`src/hdl/vlcbp_pkg.sv`:
```
`timescale 1ns / 1ps
// vlcbp_pkg: shared types and constants for the vlc bit packer
// no dependencies

package vlcbp_pkg;

  typedef enum logic [1:0] {
    OP_PUT     = 2'd0,
    OP_FLUSH   = 2'd1,
    OP_DISCARD = 2'd2,
    OP_NONE    = 2'd3
  } op_t;

  typedef enum logic [1:0] {
    S_IDLE,
    S_PACK,
    S_STUFF
  } state_t;

  localparam logic       REG_ESCAPE    = 1'b0;
  localparam logic       REG_STUFF     = 1'b1;
  localparam logic [7:0] ESCAPE_RESET  = 8'hff;
  localparam logic [7:0] STUFF_RESET   = 8'h00;
  localparam int         MAX_CODE_LEN  = 16;
  localparam int         STREAM_W      = 31;

endpackage

```
`src/hdl/vlc_bit_packer_byte_stuffing.sv`:
```
`timescale 1ns / 1ps
// vlc_bit_packer_byte_stuffing: packs code words and amplitudes into a stuffed byte stream
// depends on vlcbp_pkg
//
// Input channel (in_valid/in_ready) takes one op per beat: put a code word plus
// amplitude, flush the partial byte padded with ones, or discard pending bits.
// Output channel (out_valid/out_ready) gives one byte per beat, MSB first;
// last marks the final byte caused by an input beat. Any data byte equal to the
// escape register is followed by the stuff register byte.
// A put is merged and left aligned into a 31-bit stream register in the accept
// cycle; then one shared byte extractor (a variable left shift of up to eight
// bits) runs once per cycle, each pass emitting one data or stuff byte.
// A put gives up to four data bytes plus stuff bytes; a flush with bits pending
// gives one data byte, followed by a stuff byte if it equals the escape register;
// a discard gives none. in_ready is low while the extractor runs. The output
// register lets the next item be accepted while the last byte of the previous
// one still waits. When the receiver stalls the extractor holds. Reset clears
// pending bits and the output valid flag and loads the escape and stuff
// registers with 0xff and 0x00. Config writes take effect at once.

module vlc_bit_packer_byte_stuffing (
  input  logic        clk,
  input  logic        rst,
  input  logic        in_valid,
  output logic        in_ready,
  input  logic [1:0]  op,
  input  logic [15:0] code_word,
  input  logic [4:0]  code_length,
  input  logic [3:0]  amplitude_bits,
  input  logic signed [15:0] amplitude,
  output logic        out_valid,
  input  logic        out_ready,
  output logic [7:0]  out_byte,
  output logic        last,
  input  logic        cfg_we,
  input  logic        cfg_index,
  input  logic [7:0]  cfg_data
);

  localparam int SW = vlcbp_pkg::STREAM_W;

  vlcbp_pkg::state_t state, state_next;

  logic [7:0]    escape_byte;
  logic [7:0]    stuff_byte;
  logic [2:0]    pend_cnt;
  logic [7:0]    pend_byte;
  logic [SW-1:0] stream;
  logic [4:0]    rem;

  // put merge
  logic [4:0]    len_c;
  logic [16:0]   code_mask;
  logic [15:0]   code_m;
  logic [15:0]   amp_adj;
  logic [15:0]   amp_mask;
  logic [15:0]   amp_m;
  logic [SW-1:0] merged;
  logic [4:0]    nbits;
  logic [SW-1:0] load_stream;

  // byte extractor
  logic [5:0]    avail;
  logic [7:0]    cur_byte;
  logic [3:0]    step;
  logic [SW-1:0] sh_stream;
  logic [4:0]    rem_after;
  logic          is_esc;
  logic          slot_free;
  logic          accept;
  logic          emit_data;
  logic          emit_stuff;

  assign in_ready  = (state == vlcbp_pkg::S_IDLE);
  assign accept    = in_valid && in_ready;
  assign slot_free = !out_valid || out_ready;

  always_comb begin
    len_c     = (code_length > 5'(vlcbp_pkg::MAX_CODE_LEN)) ?
                5'(vlcbp_pkg::MAX_CODE_LEN) : code_length;
    code_mask = (17'd1 << len_c) - 17'd1;
    code_m    = code_word & code_mask[15:0];
    amp_adj   = amplitude[15] ? (16'(amplitude) - 16'd1) : 16'(amplitude);
    amp_mask  = (16'd1 << amplitude_bits) - 16'd1;
    amp_m     = amp_adj & amp_mask;
    merged    = ({15'b0, code_m} << amplitude_bits) | {15'b0, amp_m};
    nbits     = len_c + {1'b0, amplitude_bits};
    load_stream = merged << (5'(SW) - nbits);
  end

  always_comb begin
    avail     = {3'b0, pend_cnt} + {1'b0, rem};
    cur_byte  = pend_byte | (stream[SW-1:SW-8] >> pend_cnt);
    step      = 4'd8 - {1'b0, pend_cnt};
    sh_stream = stream << step;
    rem_after = rem - {1'b0, step};
    is_esc    = (cur_byte == escape_byte);
  end

  // next state
  always_comb begin
    state_next = state;
    unique case (state)
      vlcbp_pkg::S_IDLE: begin
        if (in_valid) begin
          if (op == vlcbp_pkg::OP_PUT) begin
            state_next = vlcbp_pkg::S_PACK;
          end else if (op == vlcbp_pkg::OP_FLUSH && pend_cnt != 3'd0) begin
            state_next = vlcbp_pkg::S_PACK;
          end
        end
      end
      vlcbp_pkg::S_PACK: begin
        if (avail < 6'd8) begin
          state_next = vlcbp_pkg::S_IDLE;
        end else if (slot_free) begin
          if (is_esc) begin
            state_next = vlcbp_pkg::S_STUFF;
          end else if (rem_after < 5'd8) begin
            state_next = vlcbp_pkg::S_IDLE;
          end else begin
            state_next = vlcbp_pkg::S_PACK;
          end
        end
      end
      vlcbp_pkg::S_STUFF: begin
        if (slot_free) begin
          state_next = (rem < 5'd8) ? vlcbp_pkg::S_IDLE : vlcbp_pkg::S_PACK;
        end
      end
      default: state_next = vlcbp_pkg::S_IDLE;
    endcase
  end

  // outputs of the sequencer
  always_comb begin
    emit_data  = 1'b0;
    emit_stuff = 1'b0;
    unique case (state)
      vlcbp_pkg::S_IDLE:  ;
      vlcbp_pkg::S_PACK:  emit_data  = (avail >= 6'd8) && slot_free;
      vlcbp_pkg::S_STUFF: emit_stuff = slot_free;
      default: ;
    endcase
  end

  always_ff @(posedge clk) begin
    if (rst) begin
      state       <= vlcbp_pkg::S_IDLE;
      escape_byte <= vlcbp_pkg::ESCAPE_RESET;
      stuff_byte  <= vlcbp_pkg::STUFF_RESET;
      pend_cnt    <= 3'd0;
      pend_byte   <= 8'd0;
      out_valid   <= 1'b0;
    end else begin
      state <= state_next;
      if (cfg_we) begin
        if (cfg_index == vlcbp_pkg::REG_ESCAPE) begin
          escape_byte <= cfg_data;
        end else begin
          stuff_byte <= cfg_data;
        end
      end

      if (accept && op == vlcbp_pkg::OP_DISCARD) begin
        pend_cnt  <= 3'd0;
        pend_byte <= 8'd0;
      end else if (state == vlcbp_pkg::S_PACK && avail < 6'd8) begin
        // not enough for a byte: the new bits join the pending byte
        pend_cnt  <= avail[2:0];
        pend_byte <= cur_byte;
      end else if (emit_data) begin
        if (!is_esc && rem_after < 5'd8) begin
          pend_cnt  <= rem_after[2:0];
          pend_byte <= sh_stream[SW-1:SW-8];
        end else begin
          pend_cnt  <= 3'd0;
          pend_byte <= 8'd0;
        end
      end else if (emit_stuff && rem < 5'd8) begin
        pend_cnt  <= rem[2:0];
        pend_byte <= stream[SW-1:SW-8];
      end

      if (emit_data || emit_stuff) begin
        out_valid <= 1'b1;
      end else if (out_ready) begin
        out_valid <= 1'b0;
      end
    end
  end

  // payload registers
  always_ff @(posedge clk) begin
    if (accept && op == vlcbp_pkg::OP_PUT) begin
      stream <= load_stream;
      rem    <= nbits;
    end else if (accept && op == vlcbp_pkg::OP_FLUSH) begin
      // ones in the free low bits of the partial byte
      stream <= {8'hff << pend_cnt, {(SW-8){1'b0}}};
      rem    <= 5'd8 - {2'b0, pend_cnt};
    end else if (emit_data) begin
      stream <= sh_stream;
      rem    <= rem_after;
    end

    if (emit_data) begin
      out_byte <= cur_byte;
      last     <= !is_esc && (rem_after < 5'd8);
    end else if (emit_stuff) begin
      out_byte <= stuff_byte;
      last     <= (rem < 5'd8);
    end
  end

`ifndef SYNTH
  // unused low bits of the pending byte are always zero
  a_pend_clean: assert property (@(posedge clk) disable iff (rst)
    (pend_byte & (8'hff >> pend_cnt)) == 8'd0)
    else $error("pending byte has bits below its count");

  // a stuff beat always follows a data beat still held in the output register
  a_stuff_held: assert property (@(posedge clk) disable iff (rst)
    state == vlcbp_pkg::S_STUFF |-> out_valid)
    else $error("stuff state without a data beat in the output register");

  // stream bits past the remaining count are zero while the extractor runs
  a_stream_clean: assert property (@(posedge clk) disable iff (rst)
    state != vlcbp_pkg::S_IDLE |-> (stream & ({SW{1'b1}} >> rem)) == '0)
    else $error("stream holds bits past its remaining count");

  // an escape byte leaves the extractor in the stuff state
  a_esc_stuff: assert property (@(posedge clk) disable iff (rst)
    emit_data && is_esc |=> state == vlcbp_pkg::S_STUFF)
    else $error("escape byte not followed by stuff state");
`endif

endmodule

```
`config.mk`:
```
export PLATFORM = sky130hd
export DESIGN_NAME = vlc_bit_packer_byte_stuffing
export DESIGN_NICKNAME = d
export VERILOG_FILES = /design/src/hdl/vlcbp_pkg.sv /design/src/hdl/vlc_bit_packer_byte_stuffing.sv
export SDC_FILE = /design/constraint.sdc
export NUM_CORES = 1
export LEC_CHECK = 0
export BUFFER_PORTS_ARGS = -buffer_cell sky130_fd_sc_hd__buf_2
export CAP_MARGIN = 20
export CORE_AREA = 2 2 147 185
export CTS_CLUSTER_DIAMETER = 50
export DETAILED_ROUTE_END_ITERATION = 7
export DIE_AREA = 0 0 149 187
export GPL_TIMING_DRIVEN = 0
export PLACE_DENSITY = 0.54
export SYNTH_ARGS = -nofsm -noshare
export SYNTH_HDL_FRONTEND = slang
export SYNTH_SLANG_ARGS = --single-unit
```
`constraint.sdc`:
```
create_clock -name clk -period 10.95 [get_ports clk]
set_input_delay 2.19 -clock clk [delete_from_list [all_inputs] [get_ports clk]]
set_output_delay 2.19 -clock clk [all_outputs]
set_load 0.02 [all_outputs]
```
* After elaboration in Yosys (flattened, before gate mapping)
Index checks and enable logic that the tools add are counted.
** Cells by class
- Add/subtract/negate cells :: 9
- Multiply operators :: 0
- Divide/modulo/power cells :: 0
- Magnitude comparators :: 5
- Equality and inequality tests :: 9
- Shift operators :: 7
- Mux-type cells :: 34
- Bitwise operators :: 5
- Reductions and logical operators :: 24
** Operators with widths (number)
- $mux W31 :: 3
- $mux W8 :: 6
- $sub A16 B1 Y16 const B :: 3
- $and A16 B16 Y16 :: 2
- $or A31 B16 Y31 :: 1
- $shl A16 B4 Y31 :: 1
- $shl A31 B4 Y31 :: 1
- $shl A31 B5 Y31 :: 1
- $mux W5 :: 4
- $mux W16 :: 1
- $shl A1 B4 Y16 const A :: 1
- $shl A1 B5 Y16 const A :: 1
- $mux W2 :: 7
- $mux W3 :: 4
- $lt A5 B4 Y1 const B :: 2
- $logic_and A1 B1 Y1 :: 9
- $reduce_bool A3 Y1 :: 3
- $eq A8 B8 Y1 :: 1
- $mux W1 :: 8
- $or A8 B8 Y8 :: 1
- $shl A8 B3 Y8 const A :: 1
- $shr A8 B3 Y8 :: 1
- $add A3 B5 Y6 :: 1
- $ge A6 B4 Y1 const B :: 1
- other kinds (21) :: 29
** Word-level totals
- Bits in registers :: 75
- Bits in latches :: 0
- Bits in writable memories :: 0
- Memory bits (read-only) :: 0
- Input bits :: 57
- Word-level logic and storage cells :: 103
- Memories kept :: 0

* Logic depth before layout (Yosys ltp)
Gate-level depths: netlist of the first run.
- Word-level depth :: 9
- Gate-level depth with buffers :: 18
- Depth with buffers taken out :: 13

* Least setup slack after synthesis of the first run
Ideal clock, no wire load.
- Kind :: input-to-reg
- Start :: input port code_length[2]
- End :: register stream[17], data pin
- Setup time :: 0.261 ns
- Arrival :: 5.384 ns
- Required time :: 10.689 ns
- Slack :: 5.305 ns
- Cell stages on the path :: 16
- Buffers on the path :: 4
- Cells stage by stage :: buf_6 > nor3_1 > nand2_1 > ha_1 > buf_6 > buf_4 > buf_2 > nand3_1 > nand3_2 > a221oi_4 > a211oi_1 > a211oi_2 > nor2_1 > a2111o_1 > mux4_2 > a221o_1
** On the way
- Word-level cells in the longest chain between the ends :: 9
- Elaborated cells on any way between the ends :: 11
** RTL lines
- start: declaration :: RTL line vlc_bit_packer_byte_stuffing.sv:28 : input logic [4:0] code_length,
- $gt A5 B5 Y1 :: RTL line vlc_bit_packer_byte_stuffing.sv:79 : len_c = (code_length > 5'(vlcbp_pkg::MAX_CODE_LEN)) ?
- $mux W5 (*) :: RTL line vlc_bit_packer_byte_stuffing.sv:79
- $shl A1 B5 Y16 :: RTL line vlc_bit_packer_byte_stuffing.sv:81 : code_mask = (17'd1 << len_c) - 17'd1;
- $sub A16 B1 Y16 :: RTL line vlc_bit_packer_byte_stuffing.sv:81
- $and A16 B16 Y16 :: RTL line vlc_bit_packer_byte_stuffing.sv:82 : code_m = code_word & code_mask[15:0];
- $shl A16 B4 Y31 :: RTL line vlc_bit_packer_byte_stuffing.sv:86 : merged = ({15'b0, code_m} << amplitude_bits) | {15'b0, amp_m};
- $or A31 B16 Y31 :: RTL line vlc_bit_packer_byte_stuffing.sv:86
- $shl A31 B5 Y31 (*) :: RTL line vlc_bit_packer_byte_stuffing.sv:88 : load_stream = merged << (5'(SW) - nbits);
- $mux W31 (*) :: RTL line vlc_bit_packer_byte_stuffing.sv:195 : if (accept && op == vlcbp_pkg::OP_PUT) begin
- end signal: assignment :: RTL line vlc_bit_packer_byte_stuffing.sv:196 : stream <= load_stream;
- end signal: assignment :: RTL line vlc_bit_packer_byte_stuffing.sv:200 : stream <= {8'hff << pend_cnt, {(SW-8){1'b0}}};
- end signal: assignment :: RTL line vlc_bit_packer_byte_stuffing.sv:203 : stream <= sh_stream;
- end: declaration :: RTL line vlc_bit_packer_byte_stuffing.sv:48 : logic [SW-1:0] stream;
Mark *: on every way between the ends. The rest lies on a longest branch, timed or not.
A chain may end at the register's enable or synchronous reset.

* Worst setup path in the final report of the first run
- Start :: input port code_length[2]
- End :: register stream[30], data pin
The elaborated chain is that of the path after synthesis.

==> out/results.ini, run 1 <==
[floorplan]
die-area_um2=27900
rows=67
fp.coreArea_um2=26300
pin_count=68
start_util_pct=37.3
die-width_um=149
fp.dieH_um=187

[worst_setup_path]
crit_fanout=10
critPathTopFamily=compound AO/OA/AOI/OAI gates
cp.required_ns=11.16
end_kind=register
cpPeakStageDelay_ns=1.11
cp_cell_sequence=buf_2 > buf_6 > nor3_1 > nand2_1 > ha_1 > buf_6 > or3_1 > o211ai_1 > a211oi_2 > a2111oi_0 > a2111oi_0 > a31oi_1 > nand3_1 > o311ai_1 > mux2_2 > a221o_1
setup.worst_path.class=in -> reg
worstPathArrival_ns=7.07
crit_slowest_cell=a2111oi_0
worstSetupStartpointType=primary input
path_buf_inv=3

[synth]
syn_area_um2=9820
synth_cells=1297
async_flop_share_pct=0
synth_cell_type_count=104
yosys_warnings=0
syn-num-nets=1373
avgSynthCellArea_um2=7.57
seq_area_frac_synth_pct=19.9
ys.flop_type=edfxtp_1
synth-edff-count=45
synth_seq_cells=75

[clock_network]
cts_setup_buffers=0
clk_pin_slew_ns=0.07
clock_sinks=75
cts.root.buffer_cell=clkbuf_16
htreeDepth=3
clkLatencyLatePin_ns=0.36
cts-resized-gates=0
cts_buffer_depth=2
cts_tree=built
numCtsBuffers=9
cts-hold-fix-buffers=0

[route]
first_iter_violations=998
drc=0
wire_per_inst_um=23.7
first_pass_iters=5
num_vias=11000
drt-total-wl_um=40800
vias_per_cell=6.40
postRouteAntennaNets=0

[placed_design]
dp_hpwl_um=32800
place_area_um2=10600
portBuffers=63
gp_congestion=1.02
dp_slack_ns=4.05

[sta]
finClkSkew_ns=0.0145
worst_pin_slew_ns=1.29
finalCritPeriodShare_pct=62.7
fmax_ghz=0.146
fin_ws_ns=4.09
rsz0062_at_grt=no
min_period_ns=6.86
fin_setup_tns_ns=0
slew_headroom_pct=11.8
setup_violations=0
hold_viol_final=0
slew_viol_final=0

[status]
status=completed

[grt]
grt-ovfl-total=0
antenna_found_initial=0
grt_pass1_wl_um=62600
grtUsageTotal_pct=28.7
grt_pass1_vias=10600
grt_max_degree=37

[flow_run]
cap_violations=0

[finish]
nets=1447
area_growth_syn_to_layout_pct=10.7
stdcell_area_um2=10900
diodes=0
layout_commonest_cell=nand2_1
final_cell_mix=nand2_1, nor2_1, a21oi_1
drive_gt1_share_pct=14.2
final_util_pct=41.3

[pwr]
seqPwrFrac_pct=21.6
comb_power_share_pct=65.4
p_sw_mw=1.23
pwr_density_cell_nw_per_um2=221
leakagePower_nw=3.85
p_int_mw=1.17
ir_worst_vdd_v=0.0000856
total_power_mw=2.40
switching_share_pct=51.1
pwr-share-clk_pct=13.1

[hold_path]
min_path_type=reg -> reg

==> power by group through the flow <==
stage	clock [mW]	combinational [mW]	sequential (mW)
3_3_place_gp	0	1.53	0.520
3_5_place_dp	0	1.52	0.520
5_1_grt	0.325	1.68	0.526
2_1_floorplan	0	1.07	0.487
4_1_cts	0.317	1.53	0.514
6_report	0.313	1.57	0.517
==> layer usage <==
metal	part of all wire [%]	vias up	routed length, um	GRT usage, %
met5	0	-	0	0
met4	5.9	0	2410	15.3
met3	5.0	145	2030	2.90
met2	49	507	20100	49.5
met1	40	5278	16300	34.9
li1	-	5087	-	-
==> stage by stage <==
| stage | std cells | hold WS (ns) |
|---|---|---|
| after floorplan | 1297 | 0.434 |
| after global placement | 1705 | 0.468 |
| after detailed placement | 1705 | 0.470 |
| after CTS | 1721 | 0.480 |
| after global routing | 1721 | 0.509 |
| final | 1721 | 0.483 |
==> cells by family after synthesis <==
family,count (synthesis),share of synthesized area [%]
and+or+nand+nor,494,24.8
AOI/OAI and AO/OA,458,32.8
buffers and inverters,142,6.28
muxes,77,10.7
DFF,75,19.9
xor gates and xnor gates,32,2.93
adders and majority gates,19,2.57
==> path summary, 6_finish.rpt <==
path | start | end | slack, ns | cells past startpoint
setup / recovery | code_length[2] | stream[30] | 4.09 | 16
hold / removal | stuff_byte[2] | stuff_byte[2] | 0.48 | 2
setup reg to reg | pend_cnt[0] | pend_byte[3] | 5.70 | 18
hold reg to reg | stuff_byte[2] | stuff_byte[2] | 0.48 | 2
==> cell type report <==
class	instances	area [um2]
fill	2804	15500
clock inverter	6	70.1
multi-input combinational	1080	7250
tap	345	432
timing repair buffer	63	315
clock buffer	10	229
buffer	105	478
inverter	37	139
sequential	75	1950
==> registers in the layout, indices dropped and copies added (netlist names) <==
register,flops
state,2
rem,5
out_valid,1
out_byte,8
pend_cnt,3
last,1
pend_byte,8
stuff_byte,8
stream,31
escape_byte,8
==> cells in the mapped netlist (5+ instances only) <==
cell      count  area share (%)
nand2_1     169             6.5
nor2_1      121             4.6
a21oi_1     102             5.2
o21ai_0      80             4.1
clkbuf_1     62             2.4
edfxtp_1     45              14
mux2i_1      41             4.2
a211oi_1     39             3.0
nand3_1      35             1.8
inv_1        34             1.3
dfxtp_1      30             6.1
nor2b_1      30             1.9
nor3_1       30             1.5
buf_2        25             1.3
o22ai_1      25             1.6
mux4_2       21             4.8
o211ai_1     20             1.5
xnor2_1      19             1.7
a31oi_1      18             1.1
o221ai_1     18             1.6
ha_1         17             2.2
mux2_2       14             1.6
a211o_1      13             1.2
and2_1       12            0.76
xor2_1       12             1.1
a21o_1       11            0.84
a32oi_1      11            0.98
nand2b_1     11            0.70
nand4_1      11            0.70
o31ai_1      11            0.84
or3_1        11            0.70
and3_1       10            0.64
buf_1         9            0.34
nor4_1        9            0.57
a22oi_1       8            0.61
o21a_1        8            0.61
o21ai_1       8            0.41
nand3b_1      6            0.46
a211oi_2      5            0.64
a221oi_1      5            0.45
buf_6         5            0.57
nor3_2        5            0.51
o31a_1        5            0.45
==> worst reg2reg max path: stages (launching register included) <==
cell and delay, ns:
dfxtp_1 0.42, buf_2 0.32, inv_1 0.15, clkbuf_1 0.30, ha_1 0.38, clkbuf_1 0.32
clkbuf_1 0.53, buf_1 0.48, inv_1 0.29, fa_1 0.46, a21o_1 0.18, a21oi_1 0.17
xor2_1 0.23, nor2_1 0.08, nand3b_1 0.12, buf_2 0.24, nor2_1 0.07, a211oi_1 0.32
nor2_1 0.07
Note: power is estimated with default switching activity, not from simulation.
==> inputs of run 2 (changes only) <==
--- a/config.mk
+++ b/config.mk
@@ -12,7 +12,7 @@
 export DETAILED_ROUTE_END_ITERATION = 7
 export DIE_AREA = 0 0 149 187
 export GPL_TIMING_DRIVEN = 0
-export PLACE_DENSITY = 0.54
+export PLACE_DENSITY = 0.56
 export SYNTH_ARGS = -nofsm -noshare
 export SYNTH_HDL_FRONTEND = slang
 export SYNTH_SLANG_ARGS = --single-unit
==> constraint.sdc (replaced) <==
create_clock -name clk -period 6 [get_ports clk]
set_input_delay 1.2 -clock clk [delete_from_list [all_inputs] [get_ports clk]]
set_output_delay 1.2 -clock clk [all_outputs]
set_load 0.02 [all_outputs]
==> run 2 against run 1 <==
  * Die area is the same
  * Setup slack got worse by 3.8 ns
  * Non-clock buffer count is 1 higher
  * Critical path depth grew 1
  * Wire length grew 1.5%
  * Sequential share of layout area hardly changed
  * Flip-flop and latch count unchanged
  * Clock power increased by 88%
  * Total power increased by 83%
  * Sequential power grew 81%
  * Critical path type unchanged
==> out/results.ini, run 2 (synthesis gave the netlist of run 1 again) <==
[status]
status=completed

[pwr]
pwr_density_cell_nw_per_um2=403
ir_worst_vdd_v=0.000161
leakagePower_nw=3.87
total_power_mw=4.39

[clock_network]
cts_tree=built
cts_setup_buffers=0
numCtsBuffers=9
cts.root.buffer_cell=clkbuf_16
cts_buffer_depth=2
cts-hold-fix-buffers=0
clock_sinks=75
htreeDepth=3
cts-resized-gates=0
clk_pin_slew_ns=0.06
clkLatencyLatePin_ns=0.35

[flow_run]
cap_violations=0

[finish]
drive_gt1_share_pct=14.2
final_cell_mix=nand2_1, nor2_1, a21oi_1
final_util_pct=41.4
multi_input_area_um2=7250
nFillCells=2783
stdcell_count=1722
area_growth_syn_to_layout_pct=10.9
largest_register_ffs=31
seq_area_um2=1950
stdcell_area_um2=10900
nets=1448
layout_commonest_cell=nand2_1
diodes=0
regMostFlops=stream

[sta]
fin_ws_ns=0.260
rsz0062_at_grt=no
fin_setup_tns_ns=0
finClkSkew_ns=0.00946
hold_viol_final=0
fmax_ghz=0.174
holdWs_ns=0.451
finalCritPeriodShare_pct=95.7
min_period_ns=5.74
setup_violations=0
slew_headroom_pct=34.6
slew_viol_final=0
worst_pin_slew_ns=0.980

[placed_design]
dp_slack_ns=0.0303
portBuffers=63
gp_congestion=1.01
place_area_um2=10600
dp_hpwl_um=33400
placedCellCount=1706

[floorplan]
pin_count=68
die-area_um2=27900
die-width_um=149
fp.dieH_um=187
rows=67
fp.coreArea_um2=26300
start_util_pct=37.3

[grt]
grt-ovfl-total=0
antenna_found_initial=0
grt_max_degree=37
grtUsageTotal_pct=29.1
grt_pass1_wl_um=62600
grt_pass1_vias=10600

[worst_setup_path]
setup.worst_path.class=in -> reg
worstPathArrival_ns=5.83
crit_slowest_cell=a21oi_1
cp.required_ns=6.09
end_kind=register
cp_cell_sequence=buf_2 > clkbuf_1 > nor2_1 > clkbuf_1 > nand2_1 > ha_1 > clkbuf_1 > clkbuf_1 > a22oi_1 > a2bb2oi_1 > o22ai_1 > a21oi_1 > o21ai_1 > mux2_2 > a21oi_1 > o22ai_1 > a221o_1
crit_top_cell=clkbuf_1
cpPeakStageDelay_ns=0.61
worstSetupStartpointType=primary input
crit_fanout=10

[route]
wire_per_inst_um=24.0
first_iter_violations=895
highest_layer=met4
vias_per_cell=6.37
met2_length_um=20800
wl_met1_um=15400
num_vias=11000
drc=0
drt-total-wl_um=41300
postRouteAntennaNets=0
wl_met3_um=1850
first_pass_iters=6

[hold_path]
min_path_type=reg -> reg

-- run 2: changes by cell type in the layout (fill, tap and decap cells not counted), sizes merged --
cell / previous run / this run
buf: 106 / 107
clkbuf: 72 / 73
clkinv: 2 / 3
clkinvlp: 1 / 0
inv: 39 / 38
-- run 2: path summary, 6_finish.rpt --
check	startpoint	endpoint	slack, ns	depth (start not counted)
worst max-delay path	amplitude_bits[2]	stream[28]	0.26	17
worst max register to register	pend_cnt[1]	pend_byte[3]	0.68	17
worst min register to register	stuff_byte[4]	stuff_byte[4]	0.45	2
worst min-delay path	stuff_byte[4]	stuff_byte[4]	0.45	2
-- run 2: final cells by class --
| cell class | count | share of cell area [%] |
|---|---|---|
| plain buffers | 105 | 4.39 |
| clock buffers | 11 | 2.33 |
| clock inverters | 5 | 0.598 |
| inverters | 37 | 1.28 |
| multi-input cells | 1080 | 66.6 |
| flip-flops and latches | 75 | 17.9 |
| well taps | 345 | 3.96 |
| repair buffers | 64 | 2.93 |
-- run 2: routing by layer --
metal,track usage (%),vias to the layer above
met5,0,-
li1,-,5087
met3,2.71,164
met2,52.4,516
met1,31.5,5210
met4,20.7,0
-- run 2: worst max-delay path, delay by kind of cell --
kind                       cells  cell delay, ns
AOI/OAI and AO/OA              8            2.11
buffers and inverters          5            1.38
and+or+nand+nor                2            0.64
muxes                          1            0.30
adders and majority gates      1            0.20
-- run 2: power by group --
part / total, mW / switching (mW) / internal, mW
clock: 0.587 / 0.233 / 0.353
combinational: 2.87 / 1.84 / 1.03
sequential: 0.934 / 0.153 / 0.781
total: 4.39 / 2.23 / 2.17
